File: src/hdl/nnls_pkg.sv
// nnls_pkg: shared types, codes and fixed widths of the nearest neighbor scan
// used by every module of the block and by the checker; no dependencies
package nnls_pkg;

    localparam int COORD_W = 16;
    localparam int SQ_W    = 32;
    localparam int SUM_W   = 38;
    localparam int INDEX_W = 16;
    localparam int DIM_W   = 7;

    // configuration port
    localparam int DATA_W        = 32;
    localparam int ADDR_W        = 3;
    localparam int WORD_W        = ADDR_W - 2;
    localparam int REG_DIMENSION = 0;
    localparam logic [DIM_W-1:0] DIM_RESET = 7'd1;

    typedef enum logic [1:0] {
        OP_QUERY  = 2'd0,
        OP_POINT  = 2'd1,
        OP_FINISH = 2'd2
    } op_t;

    localparam logic [1:0] STATUS_OK        = 2'd0;
    localparam logic [1:0] STATUS_EMPTY     = 2'd1;
    localparam logic [1:0] STATUS_SATURATED = 2'd2;

    typedef struct packed {
        logic [1:0]                operation;
        logic signed [COORD_W-1:0] coordinate;
    } item_t;

    typedef struct packed {
        logic [INDEX_W-1:0] nearest_index;
        logic [SUM_W-1:0]   nearest_distance_sq;
        logic [1:0]         status;
    } result_t;

    typedef struct packed {
        logic       valid;
        logic [1:0] op;
        logic       last;
    } stage_ctl_t;

endpackage

File: src/hdl/nearest_neighbor_linear_scan.sv
// nearest_neighbor_linear_scan: top level, configuration register and pipeline wiring
// depends on nnls_pkg, nnls_front, nnls_dist, nnls_acc
//
//   channel   handshake                  word
//   item      item_valid / item_ready    nnls_pkg::item_t (operation, coordinate)
//   result    result_valid / result_ready nnls_pkg::result_t (index, distance, status)
//   config    psel / penable / pready    dimension at byte address 0
//
// one word per cycle unless stalled; finish word path: s1, s2, result register
// three register stages: query memory read, subtract and square, accumulate and compare
// the only stall is a finish word reaching the last stage while the previous result waits
// reset clears positions and scan state; the query memory holds no reset value
module nearest_neighbor_linear_scan #(
    parameter int MAX_DIM    = 64,
    parameter int MAX_POINTS = 65536
) (
    input  logic                          clk,
    input  logic                          rst_n,
    input  logic                          item_valid,
    output logic                          item_ready,
    input  nnls_pkg::item_t               item,
    output logic                          result_valid,
    input  logic                          result_ready,
    output nnls_pkg::result_t             result,
    input  logic                          psel,
    input  logic                          penable,
    input  logic                          pwrite,
    input  logic [nnls_pkg::ADDR_W-1:0]   paddr,
    input  logic [nnls_pkg::DATA_W-1:0]   pwdata,
    output logic [nnls_pkg::DATA_W-1:0]   prdata,
    output logic                          pready
);
    import nnls_pkg::*;

    logic [DIM_W-1:0]          dimension_reg;
    logic                      dim_sel;
    logic                      advance;
    stage_ctl_t                s1_ctl, s2_ctl;
    logic signed [COORD_W-1:0] s1_coord, s1_query;
    logic [SQ_W-1:0]           s2_sq;

    assign dim_sel = (paddr[ADDR_W-1:2] == WORD_W'(REG_DIMENSION));
    assign pready  = 1'b1;
    assign prdata  = dim_sel ? DATA_W'(dimension_reg) : '0;

    always_ff @(posedge clk or negedge rst_n)
    begin
        if (!rst_n)
        begin
            dimension_reg <= DIM_RESET;
        end
        else if (psel && penable && pwrite && pready && dim_sel)
        begin
            dimension_reg <= pwdata[DIM_W-1:0];
        end
    end

    assign item_ready = advance;

    nnls_front #(
        .MAX_DIM (MAX_DIM)
    ) u_front (
        .clk        (clk),
        .rst_n      (rst_n),
        .advance    (advance),
        .item_valid (item_valid),
        .item       (item),
        .dimension  (dimension_reg),
        .s1_ctl     (s1_ctl),
        .s1_coord   (s1_coord),
        .s1_query   (s1_query)
    );

    nnls_dist u_dist (
        .clk      (clk),
        .rst_n    (rst_n),
        .advance  (advance),
        .s1_ctl   (s1_ctl),
        .s1_coord (s1_coord),
        .s1_query (s1_query),
        .s2_ctl   (s2_ctl),
        .s2_sq    (s2_sq)
    );

    nnls_acc #(
        .MAX_POINTS (MAX_POINTS)
    ) u_acc (
        .clk          (clk),
        .rst_n        (rst_n),
        .s2_ctl       (s2_ctl),
        .s2_sq        (s2_sq),
        .result_ready (result_ready),
        .advance      (advance),
        .result_valid (result_valid),
        .result       (result)
    );

endmodule

File: src/hdl/nnls_front.sv
// nnls_front: position tracking, query coordinate memory and first stage register
// depends on nnls_pkg
module nnls_front #(
    parameter int MAX_DIM = 64
) (
    input  logic                              clk,
    input  logic                              rst_n,
    input  logic                              advance,
    input  logic                              item_valid,
    input  nnls_pkg::item_t                   item,
    input  logic [nnls_pkg::DIM_W-1:0]        dimension,
    output nnls_pkg::stage_ctl_t              s1_ctl,
    output logic signed [nnls_pkg::COORD_W-1:0] s1_coord,
    output logic signed [nnls_pkg::COORD_W-1:0] s1_query
);
    import nnls_pkg::*;

    localparam int PW  = (MAX_DIM > 1) ? $clog2(MAX_DIM) : 1;
    localparam int EW0 = $clog2(MAX_DIM + 1);
    localparam int EW  = (EW0 > DIM_W) ? EW0 : DIM_W;

    logic [PW-1:0] qpos_reg, qpos_next;
    logic [PW-1:0] cpos_reg, cpos_next;
    logic [EW-1:0] dim_ext, eff_dim, qaddr_ext, qinc_ext;
    logic          accept, point_last;
    stage_ctl_t    s1_ctl_reg;
    logic signed [COORD_W-1:0] s1_coord_reg, s1_query_reg;
    logic signed [COORD_W-1:0] qmem [MAX_DIM];

    assign accept = advance && item_valid;

    always_comb
    begin
        dim_ext = EW'(dimension);
        priority if (dim_ext == '0)
        begin
            eff_dim = EW'(1);
        end
        else if (dim_ext > EW'(MAX_DIM))
        begin
            eff_dim = EW'(MAX_DIM);
        end
        else
        begin
            eff_dim = dim_ext;
        end
    end

    // a stale position past a shrunk dimension restarts at zero
    always_comb
    begin
        qaddr_ext  = (EW'(qpos_reg) >= eff_dim) ? '0 : EW'(qpos_reg);
        qinc_ext   = qaddr_ext + EW'(1);
        point_last = (EW'(cpos_reg) + EW'(1)) >= eff_dim;
    end

    always_comb
    begin
        qpos_next = qpos_reg;
        cpos_next = cpos_reg;
        if (accept)
        begin
            unique case (item.operation)
                OP_QUERY:
                begin
                    qpos_next = (qinc_ext >= eff_dim) ? '0 : qinc_ext[PW-1:0];
                end
                OP_POINT:
                begin
                    cpos_next = point_last ? '0 : cpos_reg + PW'(1);
                end
                OP_FINISH:
                begin
                    cpos_next = '0;
                end
                default:
                begin
                    cpos_next = cpos_reg;
                end
            endcase
        end
    end

    always_ff @(posedge clk or negedge rst_n)
    begin
        if (!rst_n)
        begin
            qpos_reg   <= '0;
            cpos_reg   <= '0;
            s1_ctl_reg <= '0;
        end
        else
        begin
            qpos_reg <= qpos_next;
            cpos_reg <= cpos_next;
            if (advance)
            begin
                s1_ctl_reg.valid <= accept;
                s1_ctl_reg.op    <= item.operation;
                s1_ctl_reg.last  <= point_last;
            end
        end
    end

    always_ff @(posedge clk)
    begin
        if (accept && (item.operation == OP_QUERY))
        begin
            qmem[qaddr_ext[PW-1:0]] <= item.coordinate;
        end
        if (advance)
        begin
            s1_query_reg <= qmem[cpos_reg];
            s1_coord_reg <= item.coordinate;
        end
    end

    assign s1_ctl   = s1_ctl_reg;
    assign s1_coord = s1_coord_reg;
    assign s1_query = s1_query_reg;

endmodule

File: src/hdl/nnls_dist.sv
// nnls_dist: squared difference of one coordinate against the query
// depends on nnls_pkg
module nnls_dist (
    input  logic                                clk,
    input  logic                                rst_n,
    input  logic                                advance,
    input  nnls_pkg::stage_ctl_t                s1_ctl,
    input  logic signed [nnls_pkg::COORD_W-1:0] s1_coord,
    input  logic signed [nnls_pkg::COORD_W-1:0] s1_query,
    output nnls_pkg::stage_ctl_t                s2_ctl,
    output logic [nnls_pkg::SQ_W-1:0]           s2_sq
);
    import nnls_pkg::*;

    logic signed [COORD_W:0] diff;
    logic [COORD_W:0]        mag_full;
    logic [COORD_W-1:0]      mag;
    logic [SQ_W-1:0]         sq;
    stage_ctl_t              s2_ctl_reg;
    logic [SQ_W-1:0]         s2_sq_reg;

    // magnitude of a 17-bit difference never exceeds 16 bits
    always_comb
    begin
        diff     = {s1_coord[COORD_W-1], s1_coord} - {s1_query[COORD_W-1], s1_query};
        mag_full = diff[COORD_W] ? unsigned'(-diff) : unsigned'(diff);
        mag      = mag_full[COORD_W-1:0];
        sq       = SQ_W'(mag) * SQ_W'(mag);
    end

    always_ff @(posedge clk or negedge rst_n)
    begin
        if (!rst_n)
        begin
            s2_ctl_reg <= '0;
        end
        else if (advance)
        begin
            s2_ctl_reg <= s1_ctl;
        end
    end

    always_ff @(posedge clk)
    begin
        if (advance)
        begin
            s2_sq_reg <= sq;
        end
    end

    assign s2_ctl = s2_ctl_reg;
    assign s2_sq  = s2_sq_reg;

endmodule

File: src/hdl/nnls_acc.sv
// nnls_acc: running sum, best point tracking and result register
// depends on nnls_pkg
module nnls_acc #(
    parameter int MAX_POINTS = 65536
) (
    input  logic                        clk,
    input  logic                        rst_n,
    input  nnls_pkg::stage_ctl_t        s2_ctl,
    input  logic [nnls_pkg::SQ_W-1:0]   s2_sq,
    input  logic                        result_ready,
    output logic                        advance,
    output logic                        result_valid,
    output nnls_pkg::result_t           result
);
    import nnls_pkg::*;

    localparam int CW = $clog2(MAX_POINTS + 1);
    localparam int IW = $clog2(MAX_POINTS);

    logic [SUM_W-1:0] sum_reg, sum_next;
    logic [SUM_W-1:0] best_reg, best_next;
    logic [IW-1:0]    best_idx_reg, best_idx_next;
    logic [CW-1:0]    count_reg, count_next;
    logic             found_reg, found_next;
    logic             ovf_reg, ovf_next;
    logic             result_valid_reg, result_valid_next;
    result_t          result_reg, result_next;

    logic             finish_here, point_here;
    logic [SUM_W:0]   sum_wide;
    logic [SUM_W-1:0] sum_sat;

    assign finish_here = s2_ctl.valid && (s2_ctl.op == OP_FINISH);
    assign point_here  = s2_ctl.valid && (s2_ctl.op == OP_POINT);
    // only a finish word waiting on a full result register holds the pipe
    assign advance     = !(finish_here && result_valid_reg && !result_ready);

    always_comb
    begin
        sum_wide = {1'b0, sum_reg} + (SUM_W+1)'(s2_sq);
        sum_sat  = sum_wide[SUM_W] ? '1 : sum_wide[SUM_W-1:0];
    end

    always_comb
    begin
        sum_next          = sum_reg;
        best_next         = best_reg;
        best_idx_next     = best_idx_reg;
        count_next        = count_reg;
        found_next        = found_reg;
        ovf_next          = ovf_reg;
        result_next       = result_reg;
        result_valid_next = result_valid_reg && !result_ready;

        if (advance && point_here)
        begin
            if (s2_ctl.last)
            begin
                sum_next = '0;
                if (count_reg >= CW'(MAX_POINTS))
                begin
                    ovf_next = 1'b1;
                end
                else
                begin
                    // strict compare keeps the earlier point on a tie
                    if (!found_reg || (sum_sat < best_reg))
                    begin
                        best_next     = sum_sat;
                        best_idx_next = count_reg[IW-1:0];
                        found_next    = 1'b1;
                    end
                    count_next = count_reg + CW'(1);
                end
            end
            else
            begin
                sum_next = sum_sat;
            end
        end

        if (advance && finish_here)
        begin
            if (found_reg)
            begin
                result_next.nearest_index       = INDEX_W'(best_idx_reg);
                result_next.nearest_distance_sq = best_reg;
                result_next.status              = ovf_reg ? STATUS_SATURATED : STATUS_OK;
            end
            else
            begin
                result_next.nearest_index       = '0;
                result_next.nearest_distance_sq = '0;
                result_next.status              = STATUS_EMPTY;
            end
            result_valid_next = 1'b1;
            sum_next          = '0;
            best_next         = '0;
            best_idx_next     = '0;
            count_next        = '0;
            found_next        = 1'b0;
            ovf_next          = 1'b0;
        end
    end

    always_ff @(posedge clk or negedge rst_n)
    begin
        if (!rst_n)
        begin
            sum_reg          <= '0;
            best_reg         <= '0;
            best_idx_reg     <= '0;
            count_reg        <= '0;
            found_reg        <= 1'b0;
            ovf_reg          <= 1'b0;
            result_valid_reg <= 1'b0;
        end
        else
        begin
            sum_reg          <= sum_next;
            best_reg         <= best_next;
            best_idx_reg     <= best_idx_next;
            count_reg        <= count_next;
            found_reg        <= found_next;
            ovf_reg          <= ovf_next;
            result_valid_reg <= result_valid_next;
        end
    end

    always_ff @(posedge clk)
    begin
        result_reg <= result_next;
    end

    assign result_valid = result_valid_reg;
    assign result       = result_reg;

endmodule

File: config.mk
export PLATFORM = sky130hd
export DESIGN_NAME = nearest_neighbor_linear_scan
export DESIGN_NICKNAME = d
export VERILOG_FILES = /design/src/hdl/nnls_pkg.sv /design/src/hdl/nearest_neighbor_linear_scan.sv /design/src/hdl/nnls_front.sv /design/src/hdl/nnls_dist.sv /design/src/hdl/nnls_acc.sv
export SDC_FILE = /design/constraint.sdc
export NUM_CORES = 2
export LEC_CHECK = 0
export ABC_AREA = 0
export BUFFER_PORTS_ARGS = -buffer_cell sky130_fd_sc_hd__buf_2
export CORE_ASPECT_RATIO = 0.7
export CORE_UTILIZATION = 60
export DETAILED_ROUTE_END_ITERATION = 12
export PLACE_DENSITY = 0.77
export SLEW_MARGIN = 0
export SYNTH_ARGS = -nofsm -noshare
export SYNTH_HDL_FRONTEND = slang
export SYNTH_SLANG_ARGS = --single-unit
export TNS_END_PERCENT = 1
File: constraint.sdc
create_clock -name clk -period 11.9 [get_ports clk]
set_clock_uncertainty 0.1 [all_clocks]
set_input_delay 2.38 -clock clk [delete_from_list [all_inputs] [get_ports clk]]
set_output_delay 2.38 -clock clk [all_outputs]
set_load 0.05 [all_outputs]
# Word-level counts from Yosys, hierarchy flattened
# Memory sizes are Yosys's and may differ from the RTL's. A register that Yosys moved wholly into a read port is not among the register bits.
# Cells that the tools add are included.
# classes
bitwise_logic	1
n_reduce_logical	29
order_cmp	6
eq_ne	5
muxes	39
mul	1
add_sub_neg	7
# op_table
cell	count
$mux W38	9
$mux W16	6
$mux W17	4
$add A38 B32 Y39	1
$lt A38 B38 Y1	1
$mul A16 B16 Y32	1
$mux W7	3
$mux W6	3
$add A17 B1 Y17 const B	1
$ge A17 B17 Y1 const B	1
$sub A16 B16 Y17	1
$neg A16 Y16	1
$ge A7 B7 Y1	2
$logic_and A1 B1 Y1	12
$mux W1	12
$pmux W6 S2	1
$reduce_bool A2 Y1	5
$add A6 B1 Y7 const B	1
$add A7 B1 Y7 const B	1
$ge A6 B7 Y1	1
$gt A7 B7 Y1 const B	1
$logic_not A7 Y1	1
$add A6 B1 Y6 const B	1
$reduce_and A3 Y1	2
other kinds (10)	16
# totals
mem_bits_rw	1024
input_bits	60
out_inout_bits	91
memories	1
register_bits	243
wordCells	110
# memory_table
memory	words	width	rd	rd_ports_with_merged_regs	wr	line_no	source
u_front.qmem	64	16	1	1	1	nnls_front.sv:28	logic signed [COORD_W-1:0] qmem [MAX_DIM];

# Longest topological paths before layout
# logic_depth
ltp_word	9
mapped_depth	39

# Modules after synthesis
# Synthesis repeated with hierarchy kept, for this count alone.
# unflattened
hier_cells	3993
hier_area_um2	61283.8
# modules_own_cells
mod	area_per_inst_um2	seq_area_each_um2	instances	cells_per_inst
nnls_front	41407.2	32110.8	1	1902
nnls_dist	9699.3	1031.0	1	1053
nnls_acc	9634.2	4484.3	1	988
nearest_neighbor_linear_scan	543.0	176.4	1	50

# Worst setup path before layout
# Ideal clock, no wire load.
# synth_path
kind	register to register
from	reg u_front.s1_coord_reg[0], in the netlist u_front.s1_coord[0]
to	reg u_dist.s2_sq_reg[31], in the netlist u_dist.s2_sq[31], data pin
n_path_buf	1
slack_ns	2.880
t_arrival_ns	8.653
path_stages_with_launch	36
required_time_ns	11.532
period_less_slack_ns	9.020
cell_sequence	edfxtp_1 inv_1 ha_1 fa_1 nor2b_4 o31a_1 o211a_1 a2111oi_4 nand4b_2 nor4_1 a211oi_2 xor2_2 inv_2 buf_2 nor2_1 inv_1 fa_1 fa_1 inv_1 fa_1 fa_1 fa_1 inv_1 fa_1 inv_1 ha_1 o21a_1 o21a_1 o221a_2 o21ai_0 a31oi_1 o31a_1 a221oi_1 o21ai_0 a21oi_1 xnor3_1
# synth_between
elab_chain_len	4
# synth_lines
item	line_no	source
start, declared	nnls_front.sv:27	logic signed [COORD_W-1:0] s1_coord_reg, s1_query_reg;
start signal, assigned	nnls_front.sv:114	s1_coord_reg <= item.coordinate;
$sub A16 B16 Y17 (*)	nnls_dist.sv:25	diff = {s1_coord[COORD_W-1], s1_coord} - {s1_query[COORD_W-1], s1_query};
$neg A16 Y16	nnls_dist.sv:26	mag_full = diff[COORD_W] ? unsigned'(-diff) : unsigned'(diff);
$mux W16 (*)	nnls_dist.sv:26	
$mul A16 B16 Y32 (*)	nnls_dist.sv:28	sq = SQ_W'(mag) * SQ_W'(mag);
net u_dist.sq[31]	nnls_dist.sv:18	logic [SQ_W-1:0] sq;
end signal, assigned	nnls_dist.sv:47	s2_sq_reg <= sq;
end, declared	nnls_dist.sv:20	logic [SQ_W-1:0] s2_sq_reg;
# The timed path passes the listed nets; every way through them passes the cells marked *.
# A chain may end at the register's enable or synchronous reset.

# Worst setup path in the final report
# Same ends and word-level chain as after synthesis.

==> results.py <==
metrics = {
    "critical_path": {
        "worst-path-max-fanout": 14,
        "critPathLaunchType": "flip-flop",
        "crit_path_top_delay_cell": "sky130_fd_sc_hd__xor2_2",
        "worstSetupEndpointType": "flip-flop",
        "worst_ep_arrival_time_ps": 10910,
        "critical-path-max-stage-delay_ps": 620,
        "path_class": "flip-flop to flip-flop",
        "required_ps": 12250,
    },
    "route": {
        "drc_errors": 0,
        "drt-vias-per-instance": 6.305,
        "drc_violation_total_after_the_first_tritonroute_iteration": 3850,
        "vias": 33850,
        "routed_wirelength_um": 144300,
        "antenna_violating_nets_post_route": 0,
        "drt_pre_antenna_iters": 5,
        "drt-wirelength-per-cell_um": 26.87,
    },
    "cts": {
        "postCtsSetupBuffers": 0,
        "cts_resized": 0,
        "htree_levels": 3,
        "clock_tree_root_driver_cell": "sky130_fd_sc_hd__clkbuf_16",
        "clk_pin_slew_worst_paths_ps": 60,
        "cts_inserted_buffers": 112,
        "cts_hold_buffers_added": 0,
        "cts_max_path_buffers": 3,
        "clkSinkCount": 1282,
        "worstSkewPairLatency_ps": 730,
        "tritoncts_clock_tree": "yes",
    },
    "sta": {
        "setup-tns-final_ps": 0,
        "maxSlewHeadroom_pct": 0.7319,
        "number_of_pins_with_negative_max_slew_slack_in_the_final_report": 0,
        "period_utilisation_layout_pct": 88.75,
        "postLayoutSetupSlackWorst_ps": 1339,
        "final_hold_viol_count": 0,
        "worst_pin_slew_ps": 1485,
        "finalSetupViolCount": 0,
        "max_clock_freq_mhz": 94.69,
        "grt_setup_unrepaired": "false",
        "post-route-min-period_ps": 10560,
    },
    "place": {
        "post_dp_hpwl_um": 85880,
        "port_buffers": 97,
        "pre_cts_ws_ps": 1594,
        "placedCellCount": 5162,
        "place.gp.congestion": 0.8820,
        "area_post_placement_sq_um": 62860,
    },
    "run_status": {
        "outcome": "finished, violations left",
        "violations": "capacitance limit",
    },
    "die": {
        "floorplan.initialDensity_pct": 60.50,
        "dieWidth_um": 381.6,
        "fp.dieH_um": 267.7,
        "rows": 97,
        "top_level_ports": 151,
        "design.die.area_sq_um": 102100,
        "core_area_sq_um": 100000,
    },
    "yosys": {
        "synthTopCellsByArea": "sky130_fd_sc_hd__edfxtp_1, sky130_fd_sc_hd__mux4_2, sky130_fd_sc_hd__dfrtp_1",
        "dominantRegCellSynth": "sky130_fd_sc_hd__edfxtp_1",
        "synth.yosys.warnings": 0,
        "syn_area_per_cell_sq_um": 16.05,
        "synth_largest_type_area_fraction_pct": 56.73,
        "postSynthRegisterBits": 1282,
        "synth.top_cells.by_count": "sky130_fd_sc_hd__edfxtp_1, sky130_fd_sc_hd__inv_1, sky130_fd_sc_hd__mux4_2, sky130_fd_sc_hd__nor2_1, sky130_fd_sc_hd__ha_1",
        "synthCells": 3770,
        "post-synth-top-count-cell": "sky130_fd_sc_hd__edfxtp_1",
        "synth_async_sr_flop_share_pct": 10.84,
        "synth-edff-count": 1143,
        "synth_top_cell_by_area": "sky130_fd_sc_hd__edfxtp_1",
        "synth_sequential_area_ratio_pct": 62.48,
        "synth.distinct_cells": 82,
        "mappedNetlistArea_sq_um": 60510,
    },
    "finish": {
        "fillerInstances": 6567,
        "layout-area-overhead-vs-synth_pct": 9.578,
        "post-route-cell-area_sq_um": 66300,
        "largest_reg_flops": 1024,
        "drive_gt1_share_pct": 18.68,
        "post_layout_nonfiller_instances": 5368,
        "fin_nets": 4372,
        "diodes": 0,
    },
    "worst_hold_path": {
        "worstHoldPathType": "flip-flop to flip-flop",
    },
    "global_routing": {
        "grt_overflow_total": 0,
        "global_route.usage.total_pct": 28.83,
        "grt_first_pass_wirelength_um": 214600,
        "grt_antenna_before_repair": 5,
        "first_global_vias": 33830,
        "grt_max_degree": 139,
    },
    "run": {
        "maxCapViolCount": 1,
    },
}
cell usage in the layout (no fill, tap or decap), drive strengths merged, types with 29 or more instances in the layout:
cell type,Yosys,routed
a21oi,94,94
ha,208,208
a21o,64,64
fa,164,164
a22o,40,40
clkinv,6,42
edfxtp,1143,1143
mux4,336,336
o21ai,104,104
nand2,197,197
clkbuf,103,150
dfrtp,138,138
nor2,303,303
buf,64,199
xor2,42,42
xnor2,43,43
nand3,29,29
inv,358,367
critical path: cells and delay by family (launching register included):
family                   cells  cell delay [ps]
AO/OA/AOI/OAI               15             4330
adder cells (fa/ha/maj)      9             3430
XOR/XNOR                     2             1020
buffers and inverters        7              740
flip-flops                   1              380
AND/OR/NAND/NOR              3              310
layout make-up:
type / count / area (sq um) / share of cell area (%)
sequential: 1282 / 37820 / 57.04
clock inverter: 56 / 474.2 / 0.7152
inverter: 364 / 1366 / 2.061
clock buffer: 150 / 2967 / 4.474
timing repair buffer: 199 / 1282 / 1.934
multi-input combinational: 1981 / 20720 / 31.26
tap: 1336 / 1672 / 2.521
per-stage QoR:
stage / hold slack [ps] / util [%]
global placement: 351.3 / 62.86
CTS: 353.9 / 66.30
detailed placement: 351.5 / 62.86
finish: 357.6 / 66.30
floorplan: 334.6 / -
global route: 390.6 / 66.30
logic make-up after synthesis:
logic type,count (synthesis),share of synthesized area [%]
buf+inv,531,3.476
other cells,2,0.01241
xor+xnor,86,1.317
flops,1282,62.48
mux,352,12.79
fa+ha+maj,372,9.727
compound gates,446,5.031
simple gates,699,5.166
layer usage:
layer | vias to the layer above | global-route usage [%] | share of wire, %
li1 | 14460 | - | -
met1 | 17280 | 41.36 | 40
met2 | 1859 | 42.30 | 45
met3 | 243 | 9.780 | 12
met4 | 6 | 8.292 | 2.6
met5 | - | 0.5698 | 0.071
final timing paths:
kind,from,endpoint,slack (ps),cells after the start
worst max-delay path,u_front.s1_coord[0],u_dist.s2_sq[31],1340,36
worst min-delay path,u_front.s1_ctl[2],u_dist.s2_ctl[2],360,1
worst max register to register,u_front.s1_coord[0],u_dist.s2_sq[31],1340,36
worst min register to register,u_front.s1_ctl[2],u_dist.s2_ctl[2],360,1
max in group asynchronous,rst_n,u_front.cpos_reg[1],8690,2
min in group asynchronous,rst_n,u_acc.best_reg[32],1580,1
Power is left out: the tool's default activity adds up to more than one toggle a clock period on the data nets, which glitch-free logic cannot reach.
